## src/rtl/core/vpd_pkg.sv

```systemverilog
// ----------------------------------------------------------------------------
// vpd_pkg
// Shared types and constants for the VarInt packet deframer.
// ----------------------------------------------------------------------------
package vpd_pkg;

   localparam logic [31:0] MAX_PACKET_LEN   = 32'd2097151;
   localparam logic [31:0] MAX_INFLATED_LEN = 32'd8388608;

   typedef enum logic [2:0] {
      PH_LEN   = 3'd0,
      PH_DLEN  = 3'd1,
      PH_ID    = 3'd2,
      PH_BODY  = 3'd3,
      PH_ZBODY = 3'd4
   } phase_type;

   typedef enum logic [1:0] {
      KIND_HEADER = 2'd0,
      KIND_BODY   = 2'd1,
      KIND_ERROR  = 2'd2
   } kind_type;

   typedef enum logic [1:0] {
      ERR_PACKET_LEN = 2'd0,
      ERR_DATA_LEN   = 2'd1,
      ERR_PACKET_ID  = 2'd2
   } error_type;

   typedef struct packed {
      kind_type           kind;
      logic signed [31:0] packet_id;
      logic [20:0]        body_length;
      logic [23:0]        inflated_length;
      logic               is_compressed;
      logic [7:0]         body_byte;
      logic               last;
      error_type          error_code;
   } result_type;

endpackage

```

## src/rtl/core/vpd_parser.sv

```systemverilog
// ----------------------------------------------------------------------------
// vpd_parser
// Frame state, VarInt accumulation and per-word result generation.
// ----------------------------------------------------------------------------
module vpd_parser (
   input  logic               clock,
   input  logic               reset,
   input  logic               csr_wr_en,
   input  logic               csr_wr_data,
   input  logic               accept,
   input  logic [7:0]         rx_byte,
   output logic               push,
   output vpd_pkg::result_type result
);
   import vpd_pkg::*;

   phase_type   phase_ff, phase_in;
   logic [31:0] acc_ff, acc_in;
   logic [2:0]  cnt_ff, cnt_in;
   logic [20:0] bytes_left_ff, bytes_left_in;
   logic        dead_ff, dead_in;
   logic        compression_ff, compression_in;

   logic [31:0] shifted;
   logic [31:0] acc_next;
   logic        done;
   logic        overlong;
   logic [20:0] bl_dec;
   logic        bl_zero;
   logic        len_bad;
   logic        dlen_bad;
   logic        len_zero;
   logic        infl_zero;
   logic        active;

   always_comb begin
      case (cnt_ff)
         3'd0:    shifted = {25'd0, rx_byte[6:0]};
         3'd1:    shifted = {18'd0, rx_byte[6:0], 7'd0};
         3'd2:    shifted = {11'd0, rx_byte[6:0], 14'd0};
         3'd3:    shifted = {4'd0, rx_byte[6:0], 21'd0};
         3'd4:    shifted = {rx_byte[3:0], 28'd0};
         default: shifted = 32'd0;
      endcase
      acc_next  = acc_ff | shifted;
      done      = !rx_byte[7];
      overlong  = rx_byte[7] && (cnt_ff == 3'd4);
      bl_dec    = bytes_left_ff - 21'd1;
      bl_zero   = (bl_dec == 21'd0);
      len_bad   = (acc_next > MAX_PACKET_LEN);
      dlen_bad  = (acc_next > MAX_INFLATED_LEN);
      len_zero  = (acc_next[20:0] == 21'd0);
      infl_zero = (acc_next[23:0] == 24'd0);
      active    = accept && !dead_ff;
   end

   // next state
   always_comb begin
      phase_in       = phase_ff;
      acc_in         = acc_ff;
      cnt_in         = cnt_ff;
      bytes_left_in  = bytes_left_ff;
      dead_in        = dead_ff;
      compression_in = csr_wr_en ? csr_wr_data : compression_ff;
      if (active) begin
         case (phase_ff)
            PH_LEN: begin
               acc_in = acc_next;
               cnt_in = cnt_ff + 3'd1;
               if (!done) begin
                  if (overlong) dead_in = 1'b1;
               end else if (len_bad || len_zero) begin
                  dead_in = 1'b1;
               end else begin
                  acc_in        = 32'd0;
                  cnt_in        = 3'd0;
                  bytes_left_in = acc_next[20:0];
                  phase_in      = compression_ff ? PH_DLEN : PH_ID;
               end
            end
            PH_DLEN: begin
               acc_in        = acc_next;
               cnt_in        = cnt_ff + 3'd1;
               bytes_left_in = bl_dec;
               if (!done) begin
                  if (overlong || bl_zero) dead_in = 1'b1;
               end else if (dlen_bad || (infl_zero && bl_zero)) begin
                  dead_in = 1'b1;
               end else begin
                  acc_in = 32'd0;
                  cnt_in = 3'd0;
                  if (infl_zero) begin
                     phase_in = PH_ID;
                  end else begin
                     phase_in = bl_zero ? PH_LEN : PH_ZBODY;
                  end
               end
            end
            PH_ID: begin
               acc_in        = acc_next;
               cnt_in        = cnt_ff + 3'd1;
               bytes_left_in = bl_dec;
               if (!done) begin
                  if (overlong || bl_zero) dead_in = 1'b1;
               end else begin
                  acc_in   = 32'd0;
                  cnt_in   = 3'd0;
                  phase_in = bl_zero ? PH_LEN : PH_BODY;
               end
            end
            PH_BODY, PH_ZBODY: begin
               bytes_left_in = bl_dec;
               if (bl_zero) phase_in = PH_LEN;
            end
            default: begin
               phase_in = PH_LEN;
               acc_in   = 32'd0;
               cnt_in   = 3'd0;
            end
         endcase
      end
   end

   // result
   always_comb begin
      push   = 1'b0;
      result = '0;
      if (active) begin
         case (phase_ff)
            PH_LEN: begin
               if ((!done && overlong) || (done && len_bad)) begin
                  push              = 1'b1;
                  result.kind       = KIND_ERROR;
                  result.error_code = ERR_PACKET_LEN;
               end else if (done && len_zero) begin
                  push              = 1'b1;
                  result.kind       = KIND_ERROR;
                  result.error_code = compression_ff ? ERR_DATA_LEN : ERR_PACKET_ID;
               end
            end
            PH_DLEN: begin
               if ((!done && (overlong || bl_zero)) || (done && dlen_bad)) begin
                  push              = 1'b1;
                  result.kind       = KIND_ERROR;
                  result.error_code = ERR_DATA_LEN;
               end else if (done && infl_zero && bl_zero) begin
                  push              = 1'b1;
                  result.kind       = KIND_ERROR;
                  result.error_code = ERR_PACKET_ID;
               end else if (done && !infl_zero) begin
                  push                   = 1'b1;
                  result.kind            = KIND_HEADER;
                  result.body_length     = bl_dec;
                  result.inflated_length = acc_next[23:0];
                  result.is_compressed   = 1'b1;
                  result.last            = bl_zero;
               end
            end
            PH_ID: begin
               if (!done && (overlong || bl_zero)) begin
                  push              = 1'b1;
                  result.kind       = KIND_ERROR;
                  result.error_code = ERR_PACKET_ID;
               end else if (done) begin
                  push               = 1'b1;
                  result.kind        = KIND_HEADER;
                  result.packet_id   = acc_next;
                  result.body_length = bl_dec;
                  result.last        = bl_zero;
               end
            end
            PH_BODY, PH_ZBODY: begin
               push                 = 1'b1;
               result.kind          = KIND_BODY;
               result.is_compressed = (phase_ff == PH_ZBODY);
               result.body_byte     = rx_byte;
               result.last          = bl_zero;
            end
            default: begin
               push = 1'b0;
            end
         endcase
      end
   end

   always_ff @(posedge clock) begin
      if (reset) begin
         phase_ff       <= PH_LEN;
         acc_ff         <= 32'd0;
         cnt_ff         <= 3'd0;
         bytes_left_ff  <= 21'd0;
         dead_ff        <= 1'b0;
         compression_ff <= 1'b0;
      end else begin
         phase_ff       <= phase_in;
         acc_ff         <= acc_in;
         cnt_ff         <= cnt_in;
         bytes_left_ff  <= bytes_left_in;
         dead_ff        <= dead_in;
         compression_ff <= compression_in;
      end
   end

   a_error_kills: assert property (@(posedge clock) disable iff (reset)
      (push && result.kind == KIND_ERROR) |=> dead_ff)
      else $error("error word did not stop the parser");

   a_dead_silent: assert property (@(posedge clock) disable iff (reset)
      dead_ff |-> !push)
      else $error("word emitted after error");

   a_header_last: assert property (@(posedge clock) disable iff (reset)
      (push && result.kind == KIND_HEADER) |-> (result.last == (result.body_length == 21'd0)))
      else $error("header last flag disagrees with body length");

endmodule

```

## src/rtl/core/vpd_out_buf.sv

```systemverilog
// ----------------------------------------------------------------------------
// vpd_out_buf
// Result register with one skid entry; stall toward the parser is registered.
// ----------------------------------------------------------------------------
module vpd_out_buf (
   input  logic                clock,
   input  logic                reset,
   input  logic                push,
   input  vpd_pkg::result_type push_data,
   output logic                full,
   output logic                rsp_valid,
   input  logic                rsp_stall,
   output vpd_pkg::result_type rsp_data
);
   import vpd_pkg::*;

   result_type head_ff, head_in;
   result_type skid_ff, skid_in;
   logic       head_valid_ff, head_valid_in;
   logic       skid_valid_ff, skid_valid_in;
   logic       pop;

   always_comb begin
      pop           = head_valid_ff && !rsp_stall;
      head_in       = head_ff;
      skid_in       = skid_ff;
      head_valid_in = head_valid_ff;
      skid_valid_in = skid_valid_ff;
      if (pop) begin
         if (skid_valid_ff) begin
            head_in       = skid_ff;
            skid_valid_in = 1'b0;
         end else if (push) begin
            head_in = push_data;
         end else begin
            head_valid_in = 1'b0;
         end
      end else if (push) begin
         if (!head_valid_ff) begin
            head_in       = push_data;
            head_valid_in = 1'b1;
         end else begin
            skid_in       = push_data;
            skid_valid_in = 1'b1;
         end
      end
   end

   always_ff @(posedge clock) begin
      if (reset) begin
         head_valid_ff <= 1'b0;
         skid_valid_ff <= 1'b0;
      end else begin
         head_valid_ff <= head_valid_in;
         skid_valid_ff <= skid_valid_in;
      end
      head_ff <= head_in;
      skid_ff <= skid_in;
   end

   assign full      = skid_valid_ff;
   assign rsp_valid = head_valid_ff;
   assign rsp_data  = head_ff;

   a_skid_needs_head: assert property (@(posedge clock) disable iff (reset)
      skid_valid_ff |-> head_valid_ff)
      else $error("skid entry held without head entry");

   a_no_overflow: assert property (@(posedge clock) disable iff (reset)
      !(push && skid_valid_ff))
      else $error("word pushed into full buffer");

   a_skid_drains: assert property (@(posedge clock) disable iff (reset)
      (pop && skid_valid_ff) |=> (head_valid_ff && !skid_valid_ff))
      else $error("skid entry not moved to head on pop");

endmodule

```

## src/rtl/core/varint_packet_deframer.sv

```systemverilog
// ----------------------------------------------------------------------------
// varint_packet_deframer
// Splits a decrypted byte stream into VarInt-framed packets: headers, body
// words with a last flag, and a terminal error word.
// ----------------------------------------------------------------------------
// Output: a result word is registered in the output buffer before it is valid on rsp_.
// Throughput: one byte per cycle while req_stall is low; the parser state updates in the accept cycle.
// req_stall rises only when both output entries hold words not yet taken.
// Reset: synchronous; clears frame state, error lock and compression mode.
module varint_packet_deframer (
   input  logic               clock,
   input  logic               reset,
   input  logic               csr_wr_en,
   input  logic               csr_wr_data,
   input  logic               req_valid,
   output logic               req_stall,
   input  logic [7:0]         req_rx_byte,
   output logic               rsp_valid,
   input  logic               rsp_stall,
   output logic [1:0]         rsp_kind,
   output logic signed [31:0] rsp_packet_id,
   output logic [20:0]        rsp_body_length,
   output logic [23:0]        rsp_inflated_length,
   output logic               rsp_is_compressed,
   output logic [7:0]         rsp_body_byte,
   output logic               rsp_last,
   output logic [1:0]         rsp_error_code
);
   import vpd_pkg::*;

   logic       accept;
   logic       push;
   logic       full;
   result_type push_data;
   result_type rsp_data;

   assign req_stall = full;
   assign accept    = req_valid && !full;

   vpd_parser u_parser (
      .clock       (clock),
      .reset       (reset),
      .csr_wr_en   (csr_wr_en),
      .csr_wr_data (csr_wr_data),
      .accept      (accept),
      .rx_byte     (req_rx_byte),
      .push        (push),
      .result      (push_data)
   );

   vpd_out_buf u_out_buf (
      .clock     (clock),
      .reset     (reset),
      .push      (push),
      .push_data (push_data),
      .full      (full),
      .rsp_valid (rsp_valid),
      .rsp_stall (rsp_stall),
      .rsp_data  (rsp_data)
   );

   assign rsp_kind            = rsp_data.kind;
   assign rsp_packet_id       = rsp_data.packet_id;
   assign rsp_body_length     = rsp_data.body_length;
   assign rsp_inflated_length = rsp_data.inflated_length;
   assign rsp_is_compressed   = rsp_data.is_compressed;
   assign rsp_body_byte       = rsp_data.body_byte;
   assign rsp_last            = rsp_data.last;
   assign rsp_error_code      = rsp_data.error_code;

endmodule

```

## config.mk

```make
export PLATFORM = sky130hd
export DESIGN_NAME = varint_packet_deframer
export DESIGN_NICKNAME = d
export VERILOG_FILES = /design/src/rtl/core/vpd_pkg.sv /design/src/rtl/core/vpd_parser.sv /design/src/rtl/core/vpd_out_buf.sv /design/src/rtl/core/varint_packet_deframer.sv
export SDC_FILE = /design/constraint.sdc
export NUM_CORES = 1
export LEC_CHECK = 0
export BUFFER_PORTS_ARGS = -buffer_cell sky130_fd_sc_hd__buf_2
export CORE_MARGIN = 1
export CORE_UTILIZATION = 25
export CTS_BUF_LIST = sky130_fd_sc_hd__clkbuf_2 sky130_fd_sc_hd__clkbuf_4 sky130_fd_sc_hd__clkbuf_8
export CTS_CLUSTER_SIZE = 40
export DETAILED_ROUTE_END_ITERATION = 6
export HOLD_SLACK_MARGIN = 0.02
export PLACE_DENSITY = 0.38
export SYNTH_ARGS = -nofsm -noshare
export SYNTH_HDL_FRONTEND = slang
export SYNTH_SLANG_ARGS = --single-unit
```

## constraint.sdc

```tcl
create_clock -name clock -period 14.8 [get_ports clock]
set_input_delay 2.96 -clock clock [delete_from_list [all_inputs] [get_ports clock]]
set_output_delay 2.96 -clock clock [all_outputs]
set_load 0.05 [all_outputs]
```

# ---- Word level (Yosys, flattened, before mapping)
# Index checks and enable logic that the tools add are counted.
dict set report totals {
  ff_bits 245
  out_inout_bits 93
  inputBits 14
}
dict set report classes {
  mux 82
  n_reduce_logical 43
  magnitude_cmp 2
  n_eq_ne 21
  bitwise 3
  add_sub_neg 2
}
# op count
set ops {}
lappend ops {{91-bit 2-to-1 mux} 6}
lappend ops {{32-bit 2-to-1 mux} 6}
lappend ops {{32-bit one-hot mux with 5 select lines} 1}
lappend ops {{46-bit 2-to-1 mux} 3}
lappend ops {{32-bit one-hot mux with 4 select lines} 1}
lappend ops {{53-bit 2-to-1 mux} 2}
lappend ops {{21-bit one-hot mux with 2 select lines} 2}
lappend ops {{21-bit logical NOT} 2}
lappend ops {{21-bit 2-to-1 mux} 2}
lappend ops {{3-bit 2-to-1 mux} 13}
lappend ops {{32-bit by 21-bit > comparator with 1-bit output, second input constant} 1}
lappend ops {{32-bit by 24-bit > comparator with 1-bit output, second input constant} 1}
lappend ops {{32-bit bitwise OR} 1}
lappend ops {{24-bit logical NOT} 1}
lappend ops {{1-bit 2-to-1 mux} 24}
lappend ops {{2-bit 2-to-1 mux} 12}
lappend ops {{24-bit 2-to-1 mux} 1}
lappend ops {{3-bit one-hot mux with 4 select lines} 2}
lappend ops {{21-bit by 1-bit subtractor with 21-bit output, second input constant} 1}
lappend ops {{2-bit inequality test, second input constant} 9}
lappend ops {{1-bit logical AND} 13}
lappend ops {{3-bit by 2-bit == test with 1-bit output, second input constant} 4}
lappend ops {{3-bit by 2-bit inequality test with 1-bit output, second input constant} 3}
lappend ops {{3-bit AND reduction} 3}
lappend ops {{other kinds (22)} 39}

# ---- Logic depth before layout (Yosys ltp)
# Gate-level depths: netlist (run 1).
dict set report logic_depth {
  depth_word 14
  depth_mapped 14
}

# ---- Hierarchy
# Synthesis (run 1) repeated with hierarchy kept, for this count alone.
dict set report unflattened {
  hier_cells 964
  hier_area_um2 11631.2
}
# module area_per_inst_um2 cells_each seq_area_each_um2 n_inst
set by_module_without_submodules {}
lappend by_module_without_submodules {vpd_out_buf 7113.1 295 5505.3 1}
lappend by_module_without_submodules {vpd_parser 4504.3 668 1221.2 1}
lappend by_module_without_submodules {varint_packet_deframer 13.8 1 0.0 1}

# ---- Least setup slack after synthesis (run 1)
# Ideal clock, no wire load.
dict set report synth_path {
  kind {input to register}
  startpoint {input port req_rx_byte[4]}
  endpoint {register u_out_buf.skid_ff[0] in the netlist's numbering (enable)}
  arrival_ps 11614
  setup_ps 671
  setup_slack_ps 2515
  stages 10
  n_path_buf 2
  cell_sequence {clkbuf_1 -> or4_4 -> a2bb2oi_1 -> and4b_1 -> buf_4 -> nand3_1 -> nor4_2 -> and3b_1 -> o22a_1 -> nor3b_1}
}
dict set report synth_between {
  elab_chain_len 11
}
# item line
set synth_rtl {}
lappend synth_rtl {{from (decl)} varint_packet_deframer.sv:17} ;# input logic [7:0] req_rx_byte,
lappend synth_rtl {{32-bit one-hot mux with 5 select lines (*)} vpd_parser.sv:37} ;# case (cnt_ff)
lappend synth_rtl {{32-bit bitwise OR (*)} vpd_parser.sv:45} ;# acc_next = acc_ff | shifted;
lappend synth_rtl {{parallel branches: the longest is 6 deep, another holds 32-bit by 24-bit > comparator with 1-bit output} n/a}
lappend synth_rtl {{1-bit one-hot mux with 4 select lines (*)} vpd_parser.sv:129} ;# case (phase_ff)
lappend synth_rtl {{1-bit 2-to-1 mux (*)} vpd_parser.sv:128} ;# if (active) begin
lappend synth_rtl {{3-bit AND reduction (no source line) (*)} n/a}
lappend synth_rtl {{to (signal assigned)} vpd_out_buf.sv:58} ;# skid_ff <= skid_in;
lappend synth_rtl {{to (decl)} vpd_out_buf.sv:18} ;# result_type skid_ff, skid_in;
# Every way passes the cells marked *.
# A chain may end at the register's enable or synchronous reset.

# ---- Worst setup path after layout (run 1)
dict set report layout_path {
  startpoint {input port req_rx_byte[6]}
  endpoint {register u_out_buf.head_ff, in the netlist u_out_buf.rsp_data[41] (enable)}
}
dict set report layout_between {
  elab_chain_len 12
}
# item line
set layout_rtl {}
lappend layout_rtl {{32-bit one-hot mux with 5 select lines (*)} vpd_parser.sv:37}
lappend layout_rtl {{32-bit bitwise OR (*)} vpd_parser.sv:45}
lappend layout_rtl {{parallel branches: the longest is 6 deep, another holds 32-bit by 24-bit > comparator with 1-bit output} n/a}
lappend layout_rtl {{1-bit one-hot mux with 4 select lines (*)} vpd_parser.sv:129}
lappend layout_rtl {{1-bit 2-to-1 mux (*)} vpd_parser.sv:128}
lappend layout_rtl {{2-bit nonzero test (no source line)} n/a}
lappend layout_rtl {{3-bit AND reduction (no source line) (*)} n/a}
lappend layout_rtl {{to (signal assigned)} vpd_out_buf.sv:57} ;# head_ff <= head_in;
lappend layout_rtl {{to (decl)} vpd_out_buf.sv:17} ;# result_type head_ff, head_in;
# Marked as above.

==> results summary, run 1 <==
The total count of max-transition violations in the final report is 0. Data on the critical path arrives at its endpoint at 6.80 ns. sky130_fd_sc_hd__edfxtp_1 takes more of the synthesized area than any other cell. Setup repair after global routing left no endpoint under its margin.

The maximum number of pins on one net before global-route repair came out at 70. The slowest stage of the critical path is the sky130_fd_sc_hd__o21bai_4 cell. The proportion of synthesized flip-flops having asynchronous set or reset came out at 0%. The filler cells instantiated in the layout total 4423.

Setup violations remaining at the end of the flow were counted as 0. The flow ran to the end, and the final reports show no timing, DRC or antenna violations. In the final design database the tool counted about 1100 nets. The most common cell in the synthesized netlist is sky130_fd_sc_hd__edfxtp_1.

The share of post-route cells with drive strength above 1 came out at 20.2%. The highest cell delay on the worst timing path is between 0.7 and 0.8 ns. The post-route cell area came out at between 10000 and 15000 um^2. The power per cell area is 159 nW/um^2. The count of buffer and inverter cells on the critical path came out at 2. The required time at the endpoint of the critical path is 14.99 ns.

The number of global-route vias before repair came out at between 7000 and 8000. In this run the horizontal extent of the chip is 210 um. Measured against its own limit, the worst slew margin works out to 26.1%.

The root buffer cell is sky130_fd_sc_hd__clkbuf_8. The placeable core region came out at 42200 um^2. Buffers placed on the I/O ports in this run total ~110. When the netlist entered floorplanning its net count stood at just under 1000. The I/O pin total is ~110. The synthesis-to-layout area growth came out at 17.8%.

The netlist area before placement is between 10000 and 15000 um^2. The post-DP HPWL is roughly 21000 um. The number of CTS-inserted buffers came out at 46. The wire length reported by the detailed router came out at 31600 um.

The leakage power figure came out at between 5 and 6 nW. The peak clock frequency supported by timing is between 150 and 200 MHz. The count of nets left with antenna violations after detail routing is 0.

The detailed router used layers up to and including met4. The post-route core utilization came out at between 30% and 40%. The number of DRC markers in iteration 0 is between 500 and 600. The die height is ~210 um. The number of instances resized during post-cts repair is 0. The clock latency on the worst-skew pair is roughly 0.58 ns.

The initial antenna violation count came to 0. The routed length on met3 came out at 1440 um. The TritonCTS clock tree is built. The top flip-flop cell by instance count after synthesis is sky130_fd_sc_hd__edfxtp_1. At the pin with the least slew margin, the transition time is 1.11 ns. The count of flip-flops with a built-in enable after synthesis came out at around 180. The count of mapped cells out of synthesis came out at around 970. Traced cell by cell, the critical path runs through buf_2 > or4_4 > a2bb2oi_1 > and4b_1 > nand3_1 > nor4_2 > and3b_1 > o22a_1 > o21bai_4 > buf_4. The clock-pin slew of the registers on the worst-case setup and hold paths came out at roughly 0.060 ns. The number of different library cells used by synthesis comes to 78. The critical path startpoint category is an input port.

The wire length on met2 came out at between 10000 and 15000 um. The smallest clock period supported by the final layout is computed as 6.61 ns. The number of failing hold endpoints at the final stage came to 0. The global-route total usage across every layer is 14.3%. The part of the Yosys area used for sequential elements came out at about 62%. Among cell families on the critical path, the largest total delay comes from simple AND/OR/NAND/NOR gates. For this run, design rule violations remaining after detail routing come to 0.

The pre-antenna-repair detailed-routing pass consisted of 5 iterations. During synthesis, Yosys emitted a total of 0 warnings. The H-tree was split into 2 levels. The count of hold-fix buffers inserted at cts is 0. Once the floorplan was initialized, standard cells occupied approximately a quarter of the core. The least setup slack across all paths after layout is 8.19 ns. For this block, the via count after detailed routing is between 7000 and 8000. By area the synthesized netlist is led by sky130_fd_sc_hd__edfxtp_1, sky130_fd_sc_hd__dfxtp_1, sky130_fd_sc_hd__a21o_1. The worst min-delay path class is reg -> reg.

After layout, the worst path uses 44.7% of the clock period. The number of placed instances with taps included is 1552. IR analysis of the VDD net gives a maximum drop of around 0.057 mV. The placer congestion estimate came out at approximately 0.82.

The biggest fanout along the worst timing path is 38. The critical path starts at req_rx_byte[6]. The first-pass GRT wire length is approximately 48000 um. The final setup TNS came out at 0 ns. The wire length on met1 is around 16000 um. The CTS sink count is 245. The register bit count reported by yosys came out at approximately 250. The die covers between 40000 and 50000 um^2. The critical path in this run is classified as in -> reg. For this run the aggregate overflow at the end of global routing stands at 0. The clock skew came out at ~0.027 ns.

The repair_antennas step left the layout with diodes totalling 0. The number of rows created at floorplan came out at 75. The worst register-to-register path begins at u_parser.bytes_left_ff[0]$_SDFFE_PP0P_.

The deepest clock path buffer count came out at 3. The hold path startpoint is u_parser.acc_ff[29]$_SDFFE_PP0P_. The placement-stage worst setup slack is between 7 and 8 ns. The count of placed standard cells in the final layout, fillers left out came out at ~1600. The number of max-cap violations came out at 0.

Buffers added to address setup during post-CTS repair amount to 0. The commonest cells after synthesis are sky130_fd_sc_hd__edfxtp_1, sky130_fd_sc_hd__nor2_1, sky130_fd_sc_hd__nand2_1. The ratio of routed vias to standard cells came out at about 4.7. The average size of a mapped cell is between 10 and 15 um^2. The worst setup path is captured at a flop. After detailed routing, the average wire length per cell comes to roughly 19 um. After synthesis, the largest area contributor takes up between 50% and 60% of total cell area. The cell area after placement came out at ~12000 um^2.
## stage by stage
stage          hold slack [ns]  power [W]
6_report                 0.450    0.00202
5_1_grt                  0.463    0.00213
4_1_cts                  0.454    0.00206
3_5_place_dp             0.446    0.00137
3_3_place_gp             0.445    0.00138
2_1_floorplan            0.426    0.00123
## tightest hold or removal path, delay by kind of cell (launching register included)
kind	cells	cell delay (ns)
AO/OA/AOI/OAI	1	0.05
flip-flops	1	0.31
AND/OR/NAND/NOR	1	0.05
## power by group
part	internal (W)	leakage, nW	switching (W)
combinational	0.000151	2.28	0.000386
sequential	0.000778	2.24	0.0000414
clock	0.000371	0.498	0.000294
## final timing paths
kind | end | slack [ns] | depth (start not counted)
worst min register to register | u_parser.acc_ff[29]$_SDFFE_PP0P_ | 0.45 | 2
worst max-delay path | u_out_buf.rsp_data[41]$_DFFE_PP_ | 8.19 | 10
worst max register to register | u_out_buf.rsp_data[41]$_DFFE_PP_ | 9.23 | 11
worst min-delay path | u_parser.acc_ff[29]$_SDFFE_PP0P_ | 0.45 | 2
## flip-flops by register name (all words and copies together), names as in the netlist
signal and count:
u_out_buf.rsp_data 91, u_parser.phase_ff 3, u_parser.dead_ff 1, u_parser.cnt_ff 3
u_out_buf.skid_ff 91, u_out_buf.full 1, u_parser.acc_ff 32, u_out_buf.rsp_valid 1
u_parser.bytes_left_ff 21, u_parser.compression_ff 1
## area by class of cell
| cell class | count | area (um^2) | share of cell area, % |
|---|---|---|---|
| sequential | 245 | 6730 | 52.9 |
| inverter | 9 | 33.8 | 0.266 |
| timing repair buffer | 116 | 606 | 4.77 |
| multi-input combinational | 643 | 3730 | 29.4 |
| tap | 539 | 674 | 5.31 |
| clock buffer | 68 | 811 | 6.38 |
| clock inverter | 18 | 119 | 0.936 |
## logic make-up (layout without fill, tap and decap cells)
family | after synthesis | count (layout) | share of synthesized area, %
DFF | 245 | 245 | 62.4
AOI/OAI and AO/OA | 281 | 281 | 16.8
muxes | 1 | 1 | 0.0928
buffers and inverters | 80 | 211 | 3.19
and+or+nand+nor | 338 | 338 | 15.4
adders and majority gates | 7 | 7 | 0.812
xor gates and xnor gates | 16 | 16 | 1.30
## cells in the final DEF (no fill, tap or decap), drive strengths merged, types with 4 or more instances in the layout
cell type	instances
nand2b	8
nor3	21
a21oi	60
edfxtp	182
o31ai	4
clkinv	14
xor2	6
o21a	6
nand4	9
clkbuf	68
a32o	8
nor4	17
a31oi	5
o21ai	84
or3	7
nand2	98
ha	7
nor2b	4
nand3	14
dfxtp	63
inv	10
o22ai	6
a22oi	6
buf	116
a21o	70
and2	18
and3	5
nor2	120
xnor2	10
## layer usage
metal  global-route usage (%)  up-vias
li1                         -     3751
met1                     21.2     3737
met2                     20.3      205
met3                     2.71       59
met4                     5.59        0
met5                        0        -
Note: power is estimated with default switching activity, not from simulation.
==> run 2, diff against run 1 <==
==> constraint.sdc (replaced) <==
create_clock -name clock -period 6.74 [get_ports clock]
set_input_delay 1.348 -clock clock [delete_from_list [all_inputs] [get_ports clock]]
set_output_delay 1.348 -clock clock [all_outputs]
set_load 0.05 [all_outputs]
==> run 2 against run 1 <==
Net effect: power up 120%; critical path depth up 1; flip-flop and latch count unchanged; critical endpoint is now u_out_buf.skid_ff[76]$_DFFE_PP_; largest power group unchanged.
==> results summary, run 2 (synthesis results as in run 1) <==
Result of the run: finished clean (unchanged). The final-stage net count is 1080 (was 1082). The number of DRC markers in iteration 0 is 555 (was 570). The first-pass detailed-route iteration total is 5 (unchanged).

The deepest clock path buffer count is 3 (unchanged). The count of placed standard cells in the final layout, fillers left out came out at 1630 (was 1638). The combined flip-flop and latch cell area came out at 6730 um^2 (unchanged). The post-DP HPWL came out at 20300 um (was 20700 um). The power per cell area is 346 nW/um^2 (was 159 nW/um^2). The clock skew is 0.0216 ns (was 0.0273 ns). The cell at the slowest stage of the critical path was sky130_fd_sc_hd__nor3b_2 (was sky130_fd_sc_hd__o21bai_4). Cells traversed along the worst timing path: inv_1 > ha_1 > nor3b_2 > nand4_1 > xor2_1 > nand4_1 > nor4_2 > and3b_1 > o22a_1 > nor3b_4 > buf_4 (was buf_2 > or4_4 > a2bb2oi_1 > and4b_1 > nand3_1 > nor4_2 > and3b_1 > o22a_1 > o21bai_4 > buf_4). The biggest fanout along the worst timing path was 68 (was 38).

The required time at the endpoint of the critical path was 6.92 ns (was 14.99 ns). The placeable core region came out at 42200 um^2 (unchanged). The cell class contributing the biggest share of worst-path delay is simple AND/OR/NAND/NOR gates (unchanged). The number of levels the H-tree was split into came out at 2 (unchanged).

The category of the most critical setup path is reg -> reg (was in -> reg). The commonest non-fill, non-tap cell in the layout is sky130_fd_sc_hd__edfxtp_1 (unchanged). The clock latency on the worst-skew pair is 0.57 ns (was 0.58 ns).

The critical path startpoint category was a flop (was input port). The TritonCTS clock tree is built (unchanged). The cell repeated most along the worst path is sky130_fd_sc_hd__nand4_1. The setup-violating endpoint count in the final report came out at 0 (unchanged). The number of failing hold endpoints at the final stage came out at 0 (unchanged).

The final critical-path share of the clock period came out at about three quarters. The total count of max-transition violations in the final report came out at 0 (unchanged). The number of placed instances with taps included came to 1552 (unchanged). The full die area is 44000 um^2 (unchanged). The endpoint class of the critical path was a flop (unchanged). The number of instances resized during post-cts repair came to 0 (unchanged). The placer congestion estimate came to 0.847 (was 0.819). The clock-pin slew of the registers on the worst-case setup and hold paths is 0.06 ns (about the same).

The peak ir drop on the vdd network is 0.121 mV (was 0.0573 mV). The root buffer cell was sky130_fd_sc_hd__clkbuf_8 (unchanged). The initial core utilization came out at 25.5% (unchanged). The CTS sink count is 245 (unchanged).

The count of antenna diodes in the layout is 0 (unchanged). The synthesis-to-layout area growth is 17.6% (was 17.8%). The post-CTS setup buffer count was 0 (unchanged).

The count of input and output buffers is 106 (unchanged). The global-route total usage across every layer came out at 14.2% (was 14.3%). The initial antenna violation count came out at 0 (unchanged). The count of nets left with antenna violations after detail routing came out at 0 (unchanged).

The number of rows created at floorplan came out at 75 (unchanged). Derived from the worst setup path, the maximum achievable clock frequency is 199 MHz. The filler cell count in the final layout is 4376 (was 4423). Most frequent cells in the layout: sky130_fd_sc_hd__edfxtp_1, sky130_fd_sc_hd__nor2_1, sky130_fd_sc_hd__buf_2 (unchanged). Unrepaired setup endpoints after global routing: no (unchanged). The overall via count from detail_route is 7641 (was 7752). The count of hold-fix buffers inserted at cts is 0 (unchanged). The first-pass GRT wire length was 47800 um (was 48100 um).

The number of max-cap violations came out at 0 (unchanged). The relative slew slack was 26.1% (about the same). The I/O pin total came out at 107 (unchanged).

The die height came to 210 um (unchanged). The count of buffer and inverter cells on the critical path is 2 (unchanged). The highest cell delay on the worst timing path was 0.75 ns (was 0.77 ns).

The clock period minus worst slack came out at approximately 5 ns. The number of global-route vias before repair is 7493 (was 7466). The actual transition at the worst max-transition pin came to 1.11 ns (about the same). The number of CTS-inserted buffers came to 44 (was 46). The worst min-delay path class was reg -> reg (unchanged). The routed length per placed instance came out at 19.2 um (was 19.3 um). The wire length reported by the detailed router is 31200 um (was 31600 um).

The final setup TNS is 0 ns (unchanged). The data arrival time of the critical path is 5.20 ns (was 6.80 ns). The share of post-route cells with drive strength above 1 is 20.0% (was 20.2%). The multi-input logic area is 3740 um^2 (was 3730 um^2).

The ratio of routed vias to standard cells came to 4.69 (was 4.73). The die outline width is 210 um (unchanged). The number of design rule violations left after detail routing is 0 (unchanged). The maximum number of pins on one net before global-route repair came to 92 (was 70). The total congestion overflow was 0 (unchanged).

The leakage power figure came out at 5.01 nW (was 5.02 nW).
[run 2: path summary, 6_finish.rpt]
path	to	start	slack [ns]	depth (start not counted)
setup / recovery	u_out_buf.skid_ff[76]$_DFFE_PP_	u_parser.bytes_left_ff[0]$_SDFFE_PP0P_	1.72	11
hold / removal	u_parser.acc_ff[8]$_SDFFE_PP0P_	u_parser.acc_ff[8]$_SDFFE_PP0P_	0.45	2
setup reg to reg	u_out_buf.skid_ff[76]$_DFFE_PP_	u_parser.bytes_left_ff[0]$_SDFFE_PP0P_	1.72	11
hold reg to reg	u_parser.acc_ff[8]$_SDFFE_PP0P_	u_parser.acc_ff[8]$_SDFFE_PP0P_	0.45	2
[run 2: metal layers]
layer / vias to the layer above / global-route usage (%) / share of wire, %
li1: 3731 / - / -
met1: 3673 / 20.8 / 50
met2: 189 / 20.6 / 43
met3: 48 / 2.68 / 4.3
met4: 0 / 4.91 / 2.4
met5: - / 0 / 0
[run 2: area by class of cell]
class | instances | share of cell area (%)
multi-input cells | 643 | 29.5
inverters | 9 | 0.266
well taps | 539 | 5.32
clock inverters | 6 | 0.257
clock buffers | 72 | 6.83
repair buffers | 116 | 4.78
flip-flops and latches | 245 | 53.1
[run 2: through the flow]
step                      utilization [%]  total power [W]  instance area (um^2)  worst slack, ns  hold WS, ns
after global routing                 30.0          0.00465                 12700             1.27        0.461
after floorplan                         -          0.00269                 10800            0.471        0.426
final                                30.0          0.00439                 12700             1.72        0.449
after CTS                            30.0          0.00448                 12700             1.69        0.452
after detailed placement             27.9          0.00301                 11800             1.53        0.444
after global placement               27.9          0.00301                 11800             1.57        0.443
[run 2: power breakdown]
part	switching, W	total [W]	internal (W)
Combinational	0.000838	0.00117	0.000331
Sequential	0.0000916	0.00180	0.00171
Clock	0.000615	0.00142	0.000806
[run 2: worst register-to-register path, delay by kind of cell (launching register included)]
| kind | cells | cell delay, ns |
|---|---|---|
| buf+inv | 2 | 0.80 |
| xor+xnor | 1 | 0.35 |
| fa+ha+maj | 1 | 0.31 |
| flops | 1 | 0.47 |
| simple gates | 6 | 2.27 |
| compound gates | 1 | 0.30 |
==> run 3, diff against run 2 <==
==> constraint.sdc (replaced) <==
create_clock -name clock -period 4.75 [get_ports clock]
set_input_delay 0.95 -clock clock [delete_from_list [all_inputs] [get_ports clock]]
set_output_delay 0.95 -clock clock [all_outputs]
set_load 0.05 [all_outputs]
==> run 3 against run 2 <==
Net effect: wire length up 1.7%; global-route usage up 0.25 points; utilization up 0.37 points; largest cell class unchanged; sequential power up 42%; first-iteration DRC count down 17%; worst hold slack better by 0.0050 ns; setup slack worse by 1.2 ns; via count up 2.1%; clock skew up 0.0098 ns.
==> results summary, run 3 (synthesis results as in run 1) <==
Result of the run: finished clean (unchanged). The number of CTS-inserted buffers is 45 (was 44). The final critical-path share of the clock period came out at 90.0% (was 74.4%). The first-pass detailed-route iteration total came out at 4 (was 5).

The placeable core region is 42200 um^2 (unchanged). The die outline width came out at 210 um (unchanged). The initial core utilization is 25.5% (unchanged). The critical path startpoint category is a flop (unchanged).

The wire length reported by the detailed router is 31800 um (was 31200 um). The deepest clock path buffer count came out at 3 (unchanged). The number of global-route vias before repair was 7648 (was 7493).

The power per cell area came to 491 nW/um^2 (was 346 nW/um^2). The clock latency on the worst-skew pair is 0.59 ns (was 0.57 ns). The setup-violating endpoint count in the final report is 0 (unchanged). The count of placed standard cells in the final layout, fillers left out came out at 1645 (was 1630). Cells traversed along the worst timing path: inv_1 > ha_1 > nor3b_4 > nand4_1 > xor2_1 > nand4_1 > nor4_4 > and3b_1 > o22a_2 > nor3b_4 > buf_12 (was inv_1 > ha_1 > nor3b_2 > nand4_1 > xor2_1 > nand4_1 > nor4_2 > and3b_1 > o22a_1 > nor3b_4 > buf_4). The relative slew slack came to 20.1% (was 26.1%).

The synthesis-to-layout area growth is 19.0% (was 17.6%). The die height is 210 um (unchanged). The final-stage net count is 1090 (was 1080).

The count of input and output buffers came out at 106 (unchanged). The share of post-route cells with drive strength above 1 is 20.5% (was 20.0%). The worst min-delay path class was reg -> reg (unchanged). The peak clock frequency supported by timing is 234 MHz (was 199 MHz). The category of the most critical setup path is reg -> reg (unchanged).

The number of DRC markers in iteration 0 is 463 (was 555). The global-route total usage across every layer came out at 14.4% (was 14.2%). The full die area came out at 44000 um^2 (unchanged).

The clock-pin slew of the registers on the worst-case setup and hold paths is 0.06 ns (about the same). The routed length per placed instance is 19.3 um (was 19.2 um). The commonest non-fill, non-tap cell in the layout was sky130_fd_sc_hd__edfxtp_1 (unchanged). The CTS sink count came out at 245 (unchanged).

The actual transition at the worst max-transition pin came out at 1.20 ns (was 1.11 ns). The count of hold-fix buffers inserted at cts is 0 (unchanged). The clock period minus worst slack was 4.27 ns (was 5.02 ns).

The endpoint class of the critical path is a flop (unchanged). The TritonCTS clock tree is built (unchanged). The post-DP HPWL is 21100 um (was 20300 um). The initial antenna violation count is 0 (unchanged). The total congestion overflow came out at 0 (unchanged). The cell area after placement was 11900 um^2 (was 11800 um^2). The maximum number of pins on one net before global-route repair came out at 74 (was 92). The post-route cell area came out at 12800 um^2 (was 12700 um^2). The biggest fanout along the worst timing path is 73 (was 68). The first-pass GRT wire length came out at 48600 um (was 47800 um). The count of antenna diodes in the layout came out at 0 (unchanged).

The clock skew came out at 0.0314 ns (was 0.0216 ns). The placer congestion estimate came out at 0.816 (was 0.847). The number of design rule violations left after detail routing is 0 (unchanged).

The root buffer cell is sky130_fd_sc_hd__clkbuf_8 (unchanged). The overall via count from detail_route is 7804 (was 7641). The data arrival time of the critical path is 4.48 ns (was 5.20 ns). The number of rows created at floorplan is 75 (unchanged). The I/O pin total came out at 107 (unchanged). The tightest hold margin came out at 0.454 ns (was 0.449 ns).

The ratio of routed vias to standard cells came out at 4.74 (was 4.69). The post-CTS setup buffer count is 0 (unchanged). The number of levels the H-tree was split into is 2 (unchanged). The peak ir drop on the vdd network came out at 0.143 mV (was 0.121 mV). The highest cell delay on the worst timing path came out at 0.52 ns (was 0.75 ns). The cell at the slowest stage of the critical path was sky130_fd_sc_hd__nor3b_4 (was sky130_fd_sc_hd__nor3b_2).

The total count of max-transition violations in the final report is 0 (unchanged). The number of placed instances with taps included came out at 1561 (was 1552). The number of max-cap violations is 0 (unchanged). The leakage power figure is 5.09 nW (was 5.01 nW). Unrepaired setup endpoints after global routing: no (unchanged). The number of failing hold endpoints at the final stage came out at 0 (unchanged).

Most frequent cells in the layout: sky130_fd_sc_hd__edfxtp_1, sky130_fd_sc_hd__nor2_1, sky130_fd_sc_hd__buf_2 (unchanged). The count of nets left with antenna violations after detail routing came out at 0 (unchanged). The overall power after layout is 0.00630 W (was 0.00439 W). The required time at the endpoint of the critical path is 4.95 ns (was 6.92 ns). The post-route core utilization is 30.4% (was 30.0%).
-- run 3: cell count changes in the layout (fill, tap and decap cells not counted), sizes merged --
cell	before	now
clkinv	4	16
inv	9	11
clkbuf	72	66
buf	116	125
clkinvlp	2	0
-- run 3: critical path, delay by kind of cell, from the launching register on --
kind | cells | cell delay [ns]
compound gates | 1 | 0.30
xor+xnor | 1 | 0.30
fa+ha+maj | 1 | 0.32
buf+inv | 2 | 0.46
flops | 1 | 0.42
simple gates | 6 | 1.96
-- run 3: power by group --
part	switching (W)	total [W]	internal (W)	leakage, nW
clock network	0.000915	0.00202	0.00110	0.483
registers	0.000122	0.00255	0.00242	2.24
logic	0.00123	0.00173	0.000502	2.37
total	0.00227	0.00630	0.00403	5.09
-- run 3: timing repair --
action | in CTS | in global routing
resized for setup | 0 | 1
hold endpoints to repair | 0 | 0
setup endpoints to repair | 0 | 64
-- run 3: metrics by stage --
| step | setup WS [ns] | TNS [ns] |
|---|---|---|
| after floorplan | -0.811 | -73.80 |
| after global placement | 0.375 | 0 |
| after detailed placement | 0.309 | 0 |
| after CTS | 0.268 | 0 |
| after global routing | 0.146 | 0 |
| final | 0.476 | 0 |
-- run 3: area by class of cell --
class	count	area (um^2)
sequential	245	6730
multi-input combinational	643	3780
timing repair buffer	125	723
clock inverter	18	86.3
clock buffer	66	815
fill	4384	29400
inverter	9	33.8
tap	539	674
-- run 3: path summary, 6_finish.rpt --
| check | from | to | slack, ns | cells after the start |
|---|---|---|---|---|
| max reg2reg | u_parser.bytes_left_ff[1]$_SDFFE_PP0P_ | u_out_buf.skid_ff[35]$_DFFE_PP_ | 0.48 | 11 |
| max | u_parser.bytes_left_ff[1]$_SDFFE_PP0P_ | u_out_buf.skid_ff[35]$_DFFE_PP_ | 0.48 | 11 |
| min reg2reg | u_parser.acc_ff[8]$_SDFFE_PP0P_ | u_parser.acc_ff[8]$_SDFFE_PP0P_ | 0.45 | 2 |
| min | u_parser.acc_ff[8]$_SDFFE_PP0P_ | u_parser.acc_ff[8]$_SDFFE_PP0P_ | 0.45 | 2 |
-- run 3: per-layer routing --
layer	vias to the layer above	routed length [um]	share of wire (%)	GRT usage, %
li1	3762	-	-	-
met1	3797	15600	49	20.8
met2	196	13800	43	21.1
met3	49	1540	4.8	2.89
met4	0	870	2.7	5.41
met5	-	0	0	0
